File: src/design/kalsoc_pkg.sv
// ----------------------------------------------------------------------------
// kalsoc_pkg
// Shared types, constants and reset values of the scalar Kalman SOC estimator.
// ----------------------------------------------------------------------------
package kalsoc_pkg;

  // Default state width (Q.28, soc signed, covariance unsigned)
  localparam int DEF_STATE_WIDTH = 32;

  // Fixed-point layout
  localparam int FRAC      = 28;
  localparam int GAIN_W    = FRAC + 1;
  localparam int MUL_W     = 32;
  localparam int PROD_W    = 2 * MUL_W;
  localparam int CFG_W     = 32;
  localparam int CFG_IDX_W = 3;
  localparam int VOLT_W    = 16;
  localparam int CUR_W     = 16;
  localparam int OUT_W     = 32;

  localparam logic [GAIN_W-1:0] GAIN_ONE = GAIN_W'(1) << FRAC;

  // Register indexes
  localparam logic [CFG_IDX_W-1:0] REG_PROC_NOISE = 3'd0;
  localparam logic [CFG_IDX_W-1:0] REG_MEAS_NOISE = 3'd1;
  localparam logic [CFG_IDX_W-1:0] REG_CHG_SCALE  = 3'd2;
  localparam logic [CFG_IDX_W-1:0] REG_VOLT_SCALE = 3'd3;
  localparam logic [CFG_IDX_W-1:0] REG_INIT_SOC   = 3'd4;
  localparam logic [CFG_IDX_W-1:0] REG_INIT_COV   = 3'd5;

  // Register reset values
  localparam logic [CFG_W-1:0] RST_PROC_NOISE = 32'd2684355;
  localparam logic [CFG_W-1:0] RST_MEAS_NOISE = 32'd26843546;
  localparam logic [CFG_W-1:0] RST_CHG_SCALE  = 32'd10181;
  localparam logic [CFG_W-1:0] RST_VOLT_SCALE = 32'd18572832;
  localparam logic [CFG_W-1:0] RST_INIT_SOC   = 32'd134217728;
  localparam logic [CFG_W-1:0] RST_INIT_COV   = 32'd2684355;

  // Controller states
  typedef enum logic [3:0] {
    ST_IDLE,
    ST_CHG,
    ST_PRED,
    ST_DEN,
    ST_DIVS,
    ST_DIVW,
    ST_GHI,
    ST_GLO,
    ST_TSUM,
    ST_CLO,
    ST_CSUM,
    ST_DONE
  } kalsoc_state_e;

  // Operand selection of the shared multiplier
  typedef enum logic [2:0] {
    MS_NONE,
    MS_CHG,
    MS_VOL,
    MS_GHI,
    MS_GLO,
    MS_CHI,
    MS_CLO
  } mul_sel_e;

  // Commands from controller to datapath
  typedef struct packed {
    logic     capture;
    logic     ld_pred;
    logic     ld_den;
    logic     div_start;
    logic     ld_innov;
    logic     ld_acc;
    logic     ld_t;
    logic     ld_covn;
    logic     ld_socn;
    logic     commit;
    mul_sel_e mul_sel;
  } kalsoc_cmd_t;

endpackage

File: src/design/scalar_kalman_soc_estimator.sv
// ----------------------------------------------------------------------------
// scalar_kalman_soc_estimator
// Scalar Kalman filter estimating battery state of charge in Q4.28.
// ----------------------------------------------------------------------------
// Usage:
//   Input channel (in_valid_i / in_stall_o) carries one item per sample: pack
//   voltage in mV and signed current in mA (positive discharges). Output
//   channel (out_valid_o / out_stall_i) returns one item per input: the prior
//   and updated SOC, the updated covariance and the gain used.
//   Work per item: the restoring gain divider, one quotient bit a cycle over
//   29 bits (skipped when covariance plus measure noise is zero), plus six
//   passes through one shared 32x32 multiplier.
//   The input stalls while an item is in work. A finished result sits in the
//   output register; the next item is accepted meanwhile, and its result waits
//   in the last step until the receiver takes the previous one.
//   Reset loads the register defaults and the state from the init_soc and
//   init_cov defaults, saturated to the state width. Write registers only while
//   the block is idle; writing init_soc or init_cov reloads that state.
// ----------------------------------------------------------------------------
module scalar_kalman_soc_estimator import kalsoc_pkg::*; #(
  parameter int STATE_WIDTH = DEF_STATE_WIDTH
) (
  input  logic                    clk_i,
  input  logic                    rst_ni,
  // configuration write port
  input  logic                    cfg_we_i,
  input  logic [CFG_IDX_W-1:0]    cfg_idx_i,
  input  logic [CFG_W-1:0]        cfg_wdata_i,
  // input items
  input  logic                    in_valid_i,
  output logic                    in_stall_o,
  input  logic [VOLT_W-1:0]       voltage_mv_i,
  input  logic signed [CUR_W-1:0] current_ma_i,
  // result items
  output logic                    out_valid_o,
  input  logic                    out_stall_i,
  output logic signed [OUT_W-1:0] soc_prior_o,
  output logic signed [OUT_W-1:0] soc_estimate_o,
  output logic [OUT_W-1:0]        covariance_o,
  output logic [GAIN_W-1:0]       gain_o
);

  kalsoc_cmd_t cmd;
  logic        div_done;

  // Sequence the item: predict, divide for the gain, update, hand over
  kalsoc_ctrl u_ctrl (
    .clk_i       (clk_i),
    .rst_ni      (rst_ni),
    .in_valid_i  (in_valid_i),
    .in_stall_o  (in_stall_o),
    .out_valid_o (out_valid_o),
    .out_stall_i (out_stall_i),
    .div_done_i  (div_done),
    .cmd_o       (cmd)
  );

  // Hold registers and state, do the arithmetic
  kalsoc_dp #(
    .STATE_WIDTH (STATE_WIDTH)
  ) u_dp (
    .clk_i          (clk_i),
    .rst_ni         (rst_ni),
    .cfg_we_i       (cfg_we_i),
    .cfg_idx_i      (cfg_idx_i),
    .cfg_wdata_i    (cfg_wdata_i),
    .voltage_mv_i   (voltage_mv_i),
    .current_ma_i   (current_ma_i),
    .cmd_i          (cmd),
    .div_done_o     (div_done),
    .soc_prior_o    (soc_prior_o),
    .soc_estimate_o (soc_estimate_o),
    .covariance_o   (covariance_o),
    .gain_o         (gain_o)
  );

endmodule

File: src/design/kalsoc_div.sv
// ----------------------------------------------------------------------------
// kalsoc_div
// Iterative restoring divider for the Kalman gain, one quotient bit a cycle.
// ----------------------------------------------------------------------------
module kalsoc_div import kalsoc_pkg::*; #(
  parameter int NUM_W = DEF_STATE_WIDTH,
  parameter int DEN_W = DEF_STATE_WIDTH + 1
) (
  input  logic              clk_i,
  input  logic              rst_ni,
  input  logic              start_i,
  input  logic [NUM_W-1:0]  num_i,
  input  logic [DEN_W-1:0]  den_i,
  output logic              done_o,
  output logic [GAIN_W-1:0] quo_o
);

  localparam int CNT_W = $clog2(FRAC + 1);

  logic              busy_q, busy_d;
  logic [CNT_W-1:0]  cnt_q, cnt_d;
  logic [DEN_W-1:0]  rem_q, rem_d;
  logic [DEN_W-1:0]  den_q, den_d;
  logic [GAIN_W-1:0] quo_q, quo_d;
  logic [DEN_W:0]    rem_sh;
  logic [DEN_W-1:0]  num_x;

  always_comb begin
    busy_d = busy_q;
    cnt_d  = cnt_q;
    rem_d  = rem_q;
    den_d  = den_q;
    quo_d  = quo_q;
    num_x  = DEN_W'(num_i);
    rem_sh = {rem_q, 1'b0};
    if (start_i) begin
      den_d = den_i;
      cnt_d = CNT_W'(FRAC);
      if (den_i == '0) begin
        // zero denominator: gain is zero
        quo_d  = '0;
        rem_d  = '0;
        busy_d = 1'b0;
      end else if (num_x >= den_i) begin
        quo_d  = GAIN_W'(1);
        rem_d  = num_x - den_i;
        busy_d = 1'b1;
      end else begin
        quo_d  = '0;
        rem_d  = num_x;
        busy_d = 1'b1;
      end
    end else if (busy_q) begin
      if (rem_sh >= {1'b0, den_q}) begin
        rem_d = DEN_W'(rem_sh - {1'b0, den_q});
        quo_d = {quo_q[GAIN_W-2:0], 1'b1};
      end else begin
        rem_d = rem_sh[DEN_W-1:0];
        quo_d = {quo_q[GAIN_W-2:0], 1'b0};
      end
      cnt_d = cnt_q - CNT_W'(1);
      if (cnt_q == CNT_W'(1)) begin
        busy_d = 1'b0;
      end
    end
  end

  always_ff @(posedge clk_i or negedge rst_ni) begin
    if (!rst_ni) begin
      busy_q <= 1'b0;
      cnt_q  <= '0;
    end else begin
      busy_q <= busy_d;
      cnt_q  <= cnt_d;
    end
  end

  always_ff @(posedge clk_i) begin
    rem_q <= rem_d;
    den_q <= den_d;
    quo_q <= quo_d;
  end

  assign done_o = !busy_q;
  assign quo_o  = quo_q;

endmodule

File: src/design/kalsoc_dp.sv
// ----------------------------------------------------------------------------
// kalsoc_dp
// Datapath: configuration registers, filter state, shared multiplier and gain
// divider, result registers.
// ----------------------------------------------------------------------------
module kalsoc_dp import kalsoc_pkg::*; #(
  parameter int STATE_WIDTH = DEF_STATE_WIDTH
) (
  input  logic                  clk_i,
  input  logic                  rst_ni,
  input  logic                  cfg_we_i,
  input  logic [CFG_IDX_W-1:0]  cfg_idx_i,
  input  logic [CFG_W-1:0]      cfg_wdata_i,
  input  logic [VOLT_W-1:0]     voltage_mv_i,
  input  logic signed [CUR_W-1:0] current_ma_i,
  input  kalsoc_cmd_t           cmd_i,
  output logic                  div_done_o,
  output logic signed [OUT_W-1:0] soc_prior_o,
  output logic signed [OUT_W-1:0] soc_estimate_o,
  output logic [OUT_W-1:0]      covariance_o,
  output logic [GAIN_W-1:0]     gain_o
);

  localparam int W  = STATE_WIDTH;
  localparam int EW = ((W > 38) ? W : 38) + 3;
  localparam int XW = EW + 1;
  localparam int MW = EW - 1;
  localparam int DW = ((W > 32) ? W : 32) + 1;
  localparam int RW = 37;

  localparam longint SocHi  = (longint'(1) <<< (W - 1)) - 1;
  localparam longint SocLo  = -SocHi - 1;
  localparam longint CovHi  = (longint'(1) <<< W) - 1;
  localparam longint SocIni = longint'($signed(RST_INIT_SOC));
  localparam longint CovIni = longint'(RST_INIT_COV);
  localparam longint SocRst = (SocIni > SocHi) ? SocHi : ((SocIni < SocLo) ? SocLo : SocIni);
  localparam longint CovRst = (CovIni > CovHi) ? CovHi : CovIni;

  localparam logic signed [XW-1:0] SOC_HI_X = XW'(SocHi);
  localparam logic signed [XW-1:0] SOC_LO_X = XW'(SocLo);
  localparam logic [XW-1:0]        COV_HI_X = XW'(CovHi);

  function automatic logic signed [W-1:0] sat_s(input logic signed [XW-1:0] v);
    if (v > SOC_HI_X) begin
      sat_s = SOC_HI_X[W-1:0];
    end else if (v < SOC_LO_X) begin
      sat_s = SOC_LO_X[W-1:0];
    end else begin
      sat_s = v[W-1:0];
    end
  endfunction

  function automatic logic [W-1:0] sat_u(input logic [XW-1:0] v);
    if (v > COV_HI_X) begin
      sat_u = COV_HI_X[W-1:0];
    end else begin
      sat_u = v[W-1:0];
    end
  endfunction

  // Round a Q.40 product to Q.28, ties away from zero
  function automatic logic [RW-1:0] rnd12(input logic [47:0] m);
    logic [48:0] s;
    s = {1'b0, m} + 49'd2048;
    rnd12 = s[48:12];
  endfunction

  // Configuration registers
  logic [CFG_W-1:0] pnoise_q, mnoise_q, cscale_q, vscale_q;

  // Filter state
  logic signed [W-1:0] soc_q;
  logic [W-1:0]        cov_q;

  // Item working registers
  logic [VOLT_W-1:0]   volt_q;
  logic [CUR_W-1:0]    cmag_q;
  logic                cneg_q;
  logic [PROD_W-1:0]   p_q;
  logic signed [W-1:0] socp_q;
  logic [W-1:0]        covp_q;
  logic [DW-1:0]       den_q;
  logic [RW-1:0]       meas_q;
  logic [MW-1:0]       imag_q;
  logic                ineg_q;
  logic [MW:0]         acc_q;
  logic [MW:0]         t_q;
  logic [MW:0]         covn_q;
  logic signed [W-1:0] socn_q;

  logic [CUR_W-1:0]    cmag_d;
  logic [MUL_W-1:0]    mul_a, mul_b;
  logic [GAIN_W-1:0]   gain;
  logic [GAIN_W-1:0]   kc;
  logic [MW-1:0]       covx;
  logic [RW-1:0]       dmag;
  logic signed [XW-1:0] socp_raw, innov, socn_raw;
  logic [XW-1:0]       covp_raw;
  logic [XW-1:0]       imag_x;
  logic [57:0]         lo_sum;
  logic [MW:0]         sum_lo;

  kalsoc_div #(
    .NUM_W (W),
    .DEN_W (DW)
  ) u_div (
    .clk_i   (clk_i),
    .rst_ni  (rst_ni),
    .start_i (cmd_i.div_start),
    .num_i   (covp_q),
    .den_i   (den_q),
    .done_o  (div_done_o),
    .quo_o   (gain)
  );

  assign cmag_d = current_ma_i[CUR_W-1] ? CUR_W'(-current_ma_i) : CUR_W'(current_ma_i);
  assign kc     = GAIN_ONE - gain;
  assign covx   = MW'(covp_q);

  // Operand selection of the shared multiplier
  always_comb begin
    case (cmd_i.mul_sel)
      MS_CHG: begin
        mul_a = MUL_W'(cmag_q);
        mul_b = cscale_q;
      end
      MS_VOL: begin
        mul_a = MUL_W'(volt_q);
        mul_b = vscale_q;
      end
      MS_GHI: begin
        mul_a = MUL_W'(gain);
        mul_b = MUL_W'(imag_q[MW-1:FRAC]);
      end
      MS_GLO: begin
        mul_a = MUL_W'(gain);
        mul_b = MUL_W'(imag_q[FRAC-1:0]);
      end
      MS_CHI: begin
        mul_a = MUL_W'(kc);
        mul_b = MUL_W'(covx[MW-1:FRAC]);
      end
      MS_CLO: begin
        mul_a = MUL_W'(kc);
        mul_b = MUL_W'(covx[FRAC-1:0]);
      end
      default: begin
        mul_a = '0;
        mul_b = '0;
      end
    endcase
  end

  // Predict, innovation and update arithmetic
  always_comb begin
    dmag     = rnd12(p_q[47:0]);
    socp_raw = cneg_q ? (XW'(soc_q) + $signed(XW'(dmag)))
                      : (XW'(soc_q) - $signed(XW'(dmag)));
    covp_raw = XW'(cov_q) + XW'(pnoise_q);
    innov    = $signed(XW'(meas_q)) - XW'(socp_q);
    imag_x   = innov[XW-1] ? XW'(-innov) : XW'(innov);
    lo_sum   = {1'b0, p_q[56:0]} + 58'(GAIN_ONE >> 1);
    sum_lo   = acc_q + (MW+1)'(lo_sum[57:FRAC]);
    socn_raw = ineg_q ? (XW'(socp_q) - $signed(XW'(t_q)))
                      : (XW'(socp_q) + $signed(XW'(t_q)));
  end

  // Configuration registers and filter state
  always_ff @(posedge clk_i or negedge rst_ni) begin
    if (!rst_ni) begin
      pnoise_q <= RST_PROC_NOISE;
      mnoise_q <= RST_MEAS_NOISE;
      cscale_q <= RST_CHG_SCALE;
      vscale_q <= RST_VOLT_SCALE;
      soc_q    <= W'(SocRst);
      cov_q    <= W'(CovRst);
    end else begin
      if (cmd_i.commit) begin
        soc_q <= socn_q;
        cov_q <= sat_u(XW'(covn_q));
      end
      if (cfg_we_i) begin
        case (cfg_idx_i)
          REG_PROC_NOISE: pnoise_q <= cfg_wdata_i;
          REG_MEAS_NOISE: mnoise_q <= cfg_wdata_i;
          REG_CHG_SCALE:  cscale_q <= cfg_wdata_i;
          REG_VOLT_SCALE: vscale_q <= cfg_wdata_i;
          REG_INIT_SOC:   soc_q    <= sat_s(XW'($signed(cfg_wdata_i)));
          REG_INIT_COV:   cov_q    <= sat_u(XW'(cfg_wdata_i));
          default: ;
        endcase
      end
    end
  end

  // Working and result registers
  always_ff @(posedge clk_i) begin
    p_q <= PROD_W'(mul_a) * PROD_W'(mul_b);
    if (cmd_i.capture) begin
      volt_q <= voltage_mv_i;
      cmag_q <= cmag_d;
      cneg_q <= current_ma_i[CUR_W-1];
    end
    if (cmd_i.ld_pred) begin
      socp_q <= sat_s(socp_raw);
      covp_q <= sat_u(covp_raw);
    end
    if (cmd_i.ld_den) begin
      den_q  <= DW'(covp_q) + DW'(mnoise_q);
      meas_q <= rnd12(p_q[47:0]);
    end
    if (cmd_i.ld_innov) begin
      imag_q <= imag_x[MW-1:0];
      ineg_q <= innov[XW-1];
    end
    if (cmd_i.ld_acc) begin
      acc_q <= p_q[MW:0];
    end
    if (cmd_i.ld_t) begin
      t_q <= sum_lo;
    end
    if (cmd_i.ld_covn) begin
      covn_q <= sum_lo;
    end
    if (cmd_i.ld_socn) begin
      socn_q <= sat_s(socn_raw);
    end
    if (cmd_i.commit) begin
      soc_prior_o    <= OUT_W'(soc_q);
      soc_estimate_o <= OUT_W'(socn_q);
      covariance_o   <= OUT_W'(sat_u(XW'(covn_q)));
      gain_o         <= gain;
    end
  end

endmodule

File: src/design/kalsoc_ctrl.sv
// ----------------------------------------------------------------------------
// kalsoc_ctrl
// Controller: sequences predict, gain division and update, owns the handshakes.
// ----------------------------------------------------------------------------
module kalsoc_ctrl import kalsoc_pkg::*; (
  input  logic        clk_i,
  input  logic        rst_ni,
  input  logic        in_valid_i,
  output logic        in_stall_o,
  output logic        out_valid_o,
  input  logic        out_stall_i,
  input  logic        div_done_i,
  output kalsoc_cmd_t cmd_o
);

  kalsoc_state_e state_q, state_d;
  logic          out_valid_q, out_valid_d;
  logic          out_free;

  assign out_free = !out_valid_q || !out_stall_i;

  // Next state
  always_comb begin
    state_d = state_q;
    case (state_q)
      ST_IDLE: if (in_valid_i) state_d = ST_CHG;
      ST_CHG:  state_d = ST_PRED;
      ST_PRED: state_d = ST_DEN;
      ST_DEN:  state_d = ST_DIVS;
      ST_DIVS: state_d = ST_DIVW;
      ST_DIVW: if (div_done_i) state_d = ST_GHI;
      ST_GHI:  state_d = ST_GLO;
      ST_GLO:  state_d = ST_TSUM;
      ST_TSUM: state_d = ST_CLO;
      ST_CLO:  state_d = ST_CSUM;
      ST_CSUM: state_d = ST_DONE;
      ST_DONE: if (out_free) state_d = ST_IDLE;
      default: state_d = ST_IDLE;
    endcase
  end

  // Commands
  always_comb begin
    cmd_o         = '0;
    cmd_o.mul_sel = MS_NONE;
    case (state_q)
      ST_IDLE: cmd_o.capture = in_valid_i;
      ST_CHG:  cmd_o.mul_sel = MS_CHG;
      ST_PRED: begin
        cmd_o.ld_pred = 1'b1;
        cmd_o.mul_sel = MS_VOL;
      end
      ST_DEN:  cmd_o.ld_den = 1'b1;
      ST_DIVS: begin
        cmd_o.div_start = 1'b1;
        cmd_o.ld_innov  = 1'b1;
      end
      ST_DIVW: ;
      ST_GHI:  cmd_o.mul_sel = MS_GHI;
      ST_GLO: begin
        cmd_o.ld_acc  = 1'b1;
        cmd_o.mul_sel = MS_GLO;
      end
      ST_TSUM: begin
        cmd_o.ld_t    = 1'b1;
        cmd_o.mul_sel = MS_CHI;
      end
      ST_CLO: begin
        cmd_o.ld_acc  = 1'b1;
        cmd_o.mul_sel = MS_CLO;
      end
      ST_CSUM: begin
        cmd_o.ld_covn = 1'b1;
        cmd_o.ld_socn = 1'b1;
      end
      ST_DONE: cmd_o.commit = out_free;
      default: ;
    endcase
  end

  always_comb begin
    out_valid_d = out_valid_q;
    if (state_q == ST_DONE && out_free) begin
      out_valid_d = 1'b1;
    end else if (!out_stall_i) begin
      out_valid_d = 1'b0;
    end
  end

  always_ff @(posedge clk_i or negedge rst_ni) begin
    if (!rst_ni) begin
      state_q     <= ST_IDLE;
      out_valid_q <= 1'b0;
    end else begin
      state_q     <= state_d;
      out_valid_q <= out_valid_d;
    end
  end

  assign in_stall_o  = (state_q != ST_IDLE);
  assign out_valid_o = out_valid_q;

endmodule

File: config.mk
export PLATFORM = sky130hd
export DESIGN_NAME = scalar_kalman_soc_estimator
export DESIGN_NICKNAME = d
export VERILOG_FILES = /design/src/design/kalsoc_pkg.sv /design/src/design/scalar_kalman_soc_estimator.sv /design/src/design/kalsoc_div.sv /design/src/design/kalsoc_dp.sv /design/src/design/kalsoc_ctrl.sv
export SDC_FILE = /design/constraint.sdc
export NUM_CORES = 2
export LEC_CHECK = 0
export BUFFER_PORTS_ARGS = -buffer_cell sky130_fd_sc_hd__buf_2
export CAP_MARGIN = 10
export CORE_ASPECT_RATIO = 0.7
export CORE_MARGIN = 8
export CORE_UTILIZATION = 65
export DETAILED_ROUTE_END_ITERATION = 16
export PLACE_DENSITY = 0.82
export SLEW_MARGIN = 5
export SYNTH_ARGS = -nofsm -noshare
export SYNTH_HDL_FRONTEND = slang
export SYNTH_SLANG_ARGS = --single-unit
File: constraint.sdc
create_clock -name clk_i -period 32.4 [get_ports clk_i]
set_input_delay 6.48 -clock clk_i [delete_from_list [all_inputs] [get_ports clk_i]]
set_output_delay 6.48 -clock clk_i [all_outputs]
set_load 0.03 [all_outputs]
==> implementation parameters <==
Parameter                              Value

Global routing
  Total track usage ... 37.9%
  Vias in the first global route ... 61600
  Overflow left after global routing ... 0
  Largest net degree at the start of global routing ... 90
  Antenna violations before repair ... 14
  First-pass GRT wire length ... 380000 um

Routing
  DRC violation count after routing ... 0
  Vias per cell ... 6.40
  First-pass DRT Iterations ... 9
  Final routed wirelength across all metal layers ... 251000 um
  Post-detailed-route wirelength per cell ... 25.7 um
  Vias post-DR ... 62500
  Routed Antenna Nets ... 0
  Count of routing violations after the opening detailed-route iteration ... 8092

Worst setup path
  Worst setup path category ... flip-flop to flip-flop
  Worst path required time ... 32.96 ns
  Top cell by count, worst path ... sky130_fd_sc_hd__fa_1
  Critical Path End Type ... flip-flop
  Beginning of the critical path ... u_dp.u_div.quo_o[4]$_SDFFCE_PP0P_
  Crit path max-delay cell type ... sky130_fd_sc_hd__nor4b_1
  Crit Reg-Reg Startpoint ... u_dp.u_div.quo_o[4]$_SDFFCE_PP0P_
  Worst-path maximum fanout ... 12
  Startpoint type of the worst setup path ... flip-flop
  Maximum cell stage delay along the critical path ... 0.89 ns
  Crit path arrival time ... 13.11 ns

Synthesis
  Fraction of registers with async set/reset ... 24.1%
  Number of storage elements in the synthesis netlist ... 843
  Most area-consuming cells after synthesis ... sky130_fd_sc_hd__edfxtp_1 23%, sky130_fd_sc_hd__fa_1 21%, sky130_fd_sc_hd__ha_1 8.1%
  Synthesized area ... 77600 um^2
  Total number of yosys warnings ... 0
  Syn Inst Count ... 8007
  Fraction of the yosys area taken by sequential cells ... 30.7%
  Average instance area after synthesis ... 9.70 um^2
  Largest area contributor in the netlist ... sky130_fd_sc_hd__edfxtp_1
  Post-synth top area share ... 22.5%
  Number of enable-type register cells in the synthesized netlist ... 583
  Top_reg_cell synth ... sky130_fd_sc_hd__edfxtp_1
  Cell variety after synth ... 89

CTS
  Number of buffers created by CTS ... 86
  Number of hold buffers added after CTS ... 0
  Maximum buffer depth of the clock tree ... 3
  Post-CTS repair timing setup buffer count ... 0
  Number of levels the H-tree was split into ... 3
  Post-CTS resize count ... 0
  Latest clock arrival within the worst-skew pair ... 0.74 ns
  Reg clk slew, reported paths ... 0.06 ns
  CTS tree ... built
  Clock root buffer ... sky130_fd_sc_hd__clkbuf_16
  Sinks on the clock net ... 843

Floorplan
  Height of the die ... 305 um
  Core Box Area ... 119000 um^2
  Die span in x ... 429 um
  Effective utilization at floorplan ... 65.3%
  Area of the die ... 131000 um^2
  Number of rows created at floorplan ... 106
  Boundary pin count ... 199

Layout
  Ratio of cells with drive above 1 in the final layout ... 8.85%
  Area growth from synthesis to final layout ... 7.56%
  Post-Layout Cell Count ... 9768
  Core Util, Final ... 70.2%
  Count of nets after finishing ... 9503
  # fillers ... 8941
  Most common cell after layout, fill and taps aside ... sky130_fd_sc_hd__inv_1
  Most used cells in the layout excluding fill and tap cells ... 1099 x sky130_fd_sc_hd__inv_1, 924 x sky130_fd_sc_hd__nand2_1, 808 x sky130_fd_sc_hd__fa_1

Timing
  Final period util ... 38.7%
  Number of hold violations in the final report ... 0
  Count of final setup violators ... 0
  Summed negative setup slack over all endpoints ... 0 ns
  Smallest setup slack after layout ... 19.85 ns
  Unrepaired setup endpoints after global routing ... no
  Max Slew Vio Count ... 0
  Relative max-transition margin ... 11.8%
  Least-Margin Pin Slew ... 1.32 ns
  Worst clock skew ... 0.0738 ns
  Min Tclk post-route ... 12.55 ns
  Achievable clock frequency ... 79.7 MHz

Place
  RD Place Congestion ... 1.00
  Worst setup slack before clock tree synthesis ... 20.11 ns
  Total placed cells including tap cells ... 9595
  Count of buffers from port buffering ... 198
  Post-DP HPWL ... 198000 um

Hold path
  Hold path startpoint ... u_dp.p_q[10]$_DFF_P_
  Worst min-delay path category ... flip-flop to flip-flop

Flow run
  Maxcap violations ... 0

Run status
  Status ... finished, final reports clean
[final timing paths]
check                      slack [ns]  cells past startpoint                               to
hold reg to reg                  0.35                      0         u_dp.acc_q[10]$_DFFE_PP_
hold / removal                   0.35                      0         u_dp.acc_q[10]$_DFFE_PP_
min in group asynchronous        5.75                      1         u_dp.soc_q[30]$_DFF_PN0_
setup / recovery                19.85                     32             u_dp.p_q[55]$_DFF_P_
setup reg to reg                19.85                     32             u_dp.p_q[55]$_DFF_P_
max in group asynchronous       24.98                      2  u_dp.u_div.cnt_q[2]$_DFFE_PN0P_
[Yosys cell counts, types with 32 or more instances]
library cell,number
sky130_fd_sc_hd__xnor2_1,343
sky130_fd_sc_hd__fa_1,808
sky130_fd_sc_hd__nor4_1,40
sky130_fd_sc_hd__nand3_1,123
sky130_fd_sc_hd__nand2_1,924
sky130_fd_sc_hd__and4_1,34
sky130_fd_sc_hd__xor2_1,153
sky130_fd_sc_hd__ha_1,505
sky130_fd_sc_hd__inv_1,1100
sky130_fd_sc_hd__and3_1,72
sky130_fd_sc_hd__nor3_1,87
sky130_fd_sc_hd__a21oi_1,358
sky130_fd_sc_hd__dfrtp_1,147
sky130_fd_sc_hd__a31oi_1,49
sky130_fd_sc_hd__dfxtp_1,57
sky130_fd_sc_hd__o211ai_1,32
sky130_fd_sc_hd__and2_1,59
sky130_fd_sc_hd__o21bai_1,32
sky130_fd_sc_hd__clkbuf_1,290
sky130_fd_sc_hd__mux2_2,131
sky130_fd_sc_hd__a22oi_1,37
sky130_fd_sc_hd__mux2i_1,84
sky130_fd_sc_hd__or2_2,53
sky130_fd_sc_hd__dfstp_2,56
sky130_fd_sc_hd__nor2_1,714
sky130_fd_sc_hd__nand2b_1,52
sky130_fd_sc_hd__a211oi_1,34
sky130_fd_sc_hd__edfxtp_1,583
sky130_fd_sc_hd__nor2b_1,36
sky130_fd_sc_hd__o21a_1,69
sky130_fd_sc_hd__o21ai_0,320
sky130_fd_sc_hd__a21o_1,168
sky130_fd_sc_hd__nand4_1,73
[sequential cells by signal (all words and copies together) (netlist names), 33 cells and up]
| register | cells |
|---|---|
| u_dp.u_div.rem_q | 33 |
| u_dp.imag_q | 40 |
| u_dp.t_q | 41 |
| u_dp.den_q | 33 |
| u_dp.u_div.den_q | 33 |
| u_dp.meas_q | 37 |
| u_dp.acc_q | 41 |
| u_dp.covn_q | 41 |
| u_dp.p_q | 57 |
[worst max-delay path: cells and delay by family, from the launching register on]
family          cells  cell delay [ns]
compound gates      5             1.83
fa+ha+maj           9             4.60
flops               1             0.54
buf+inv             3             0.29
xor+xnor            1             0.21
simple gates       14             4.92
[per-layer routing]
layer	global-route usage, %	vias to the layer above	wire, um
li1	-	27000	-
met1	53.8	30600	100000
met2	52.1	4046	101000
met3	14.4	785	37100
met4	16.0	10	13000
met5	0.546	-	172
[stage by stage]
stage / area (um^2) / hold WS (ns)
floorplan: 77800 / 0.386
global placement: 80500 / 0.388
detailed placement: 80500 / 0.393
CTS: 83500 / 0.355
global route: 83500 / 0.361
finish: 83500 / 0.353
[logic make-up after synthesis]
group | share of synthesized area [%]
compound gates | 11.2
xor+xnor | 5.60
fa+ha+maj | 29.0
buf+inv | 6.88
flops | 30.7
mux | 2.98
other cells | 0.00967
simple gates | 13.7
[layout make-up]
cell class / count / area [um^2] / share of cell area (%)
multi-input cells: 5788 / 48900 / 58.5
clock inverters: 42 / 559 / 0.670
diodes: 10 / 25.0 / 0.0300
clock buffers: 120 / 2380 / 2.85
inverters: 1100 / 4130 / 4.95
flip-flops and latches: 843 / 23800 / 28.5
well taps: 1566 / 1960 / 2.35
repair buffers: 299 / 1770 / 2.12
Power is not shown: default switching activity piles up to over one toggle a cycle in this logic, so the estimate is an artifact.
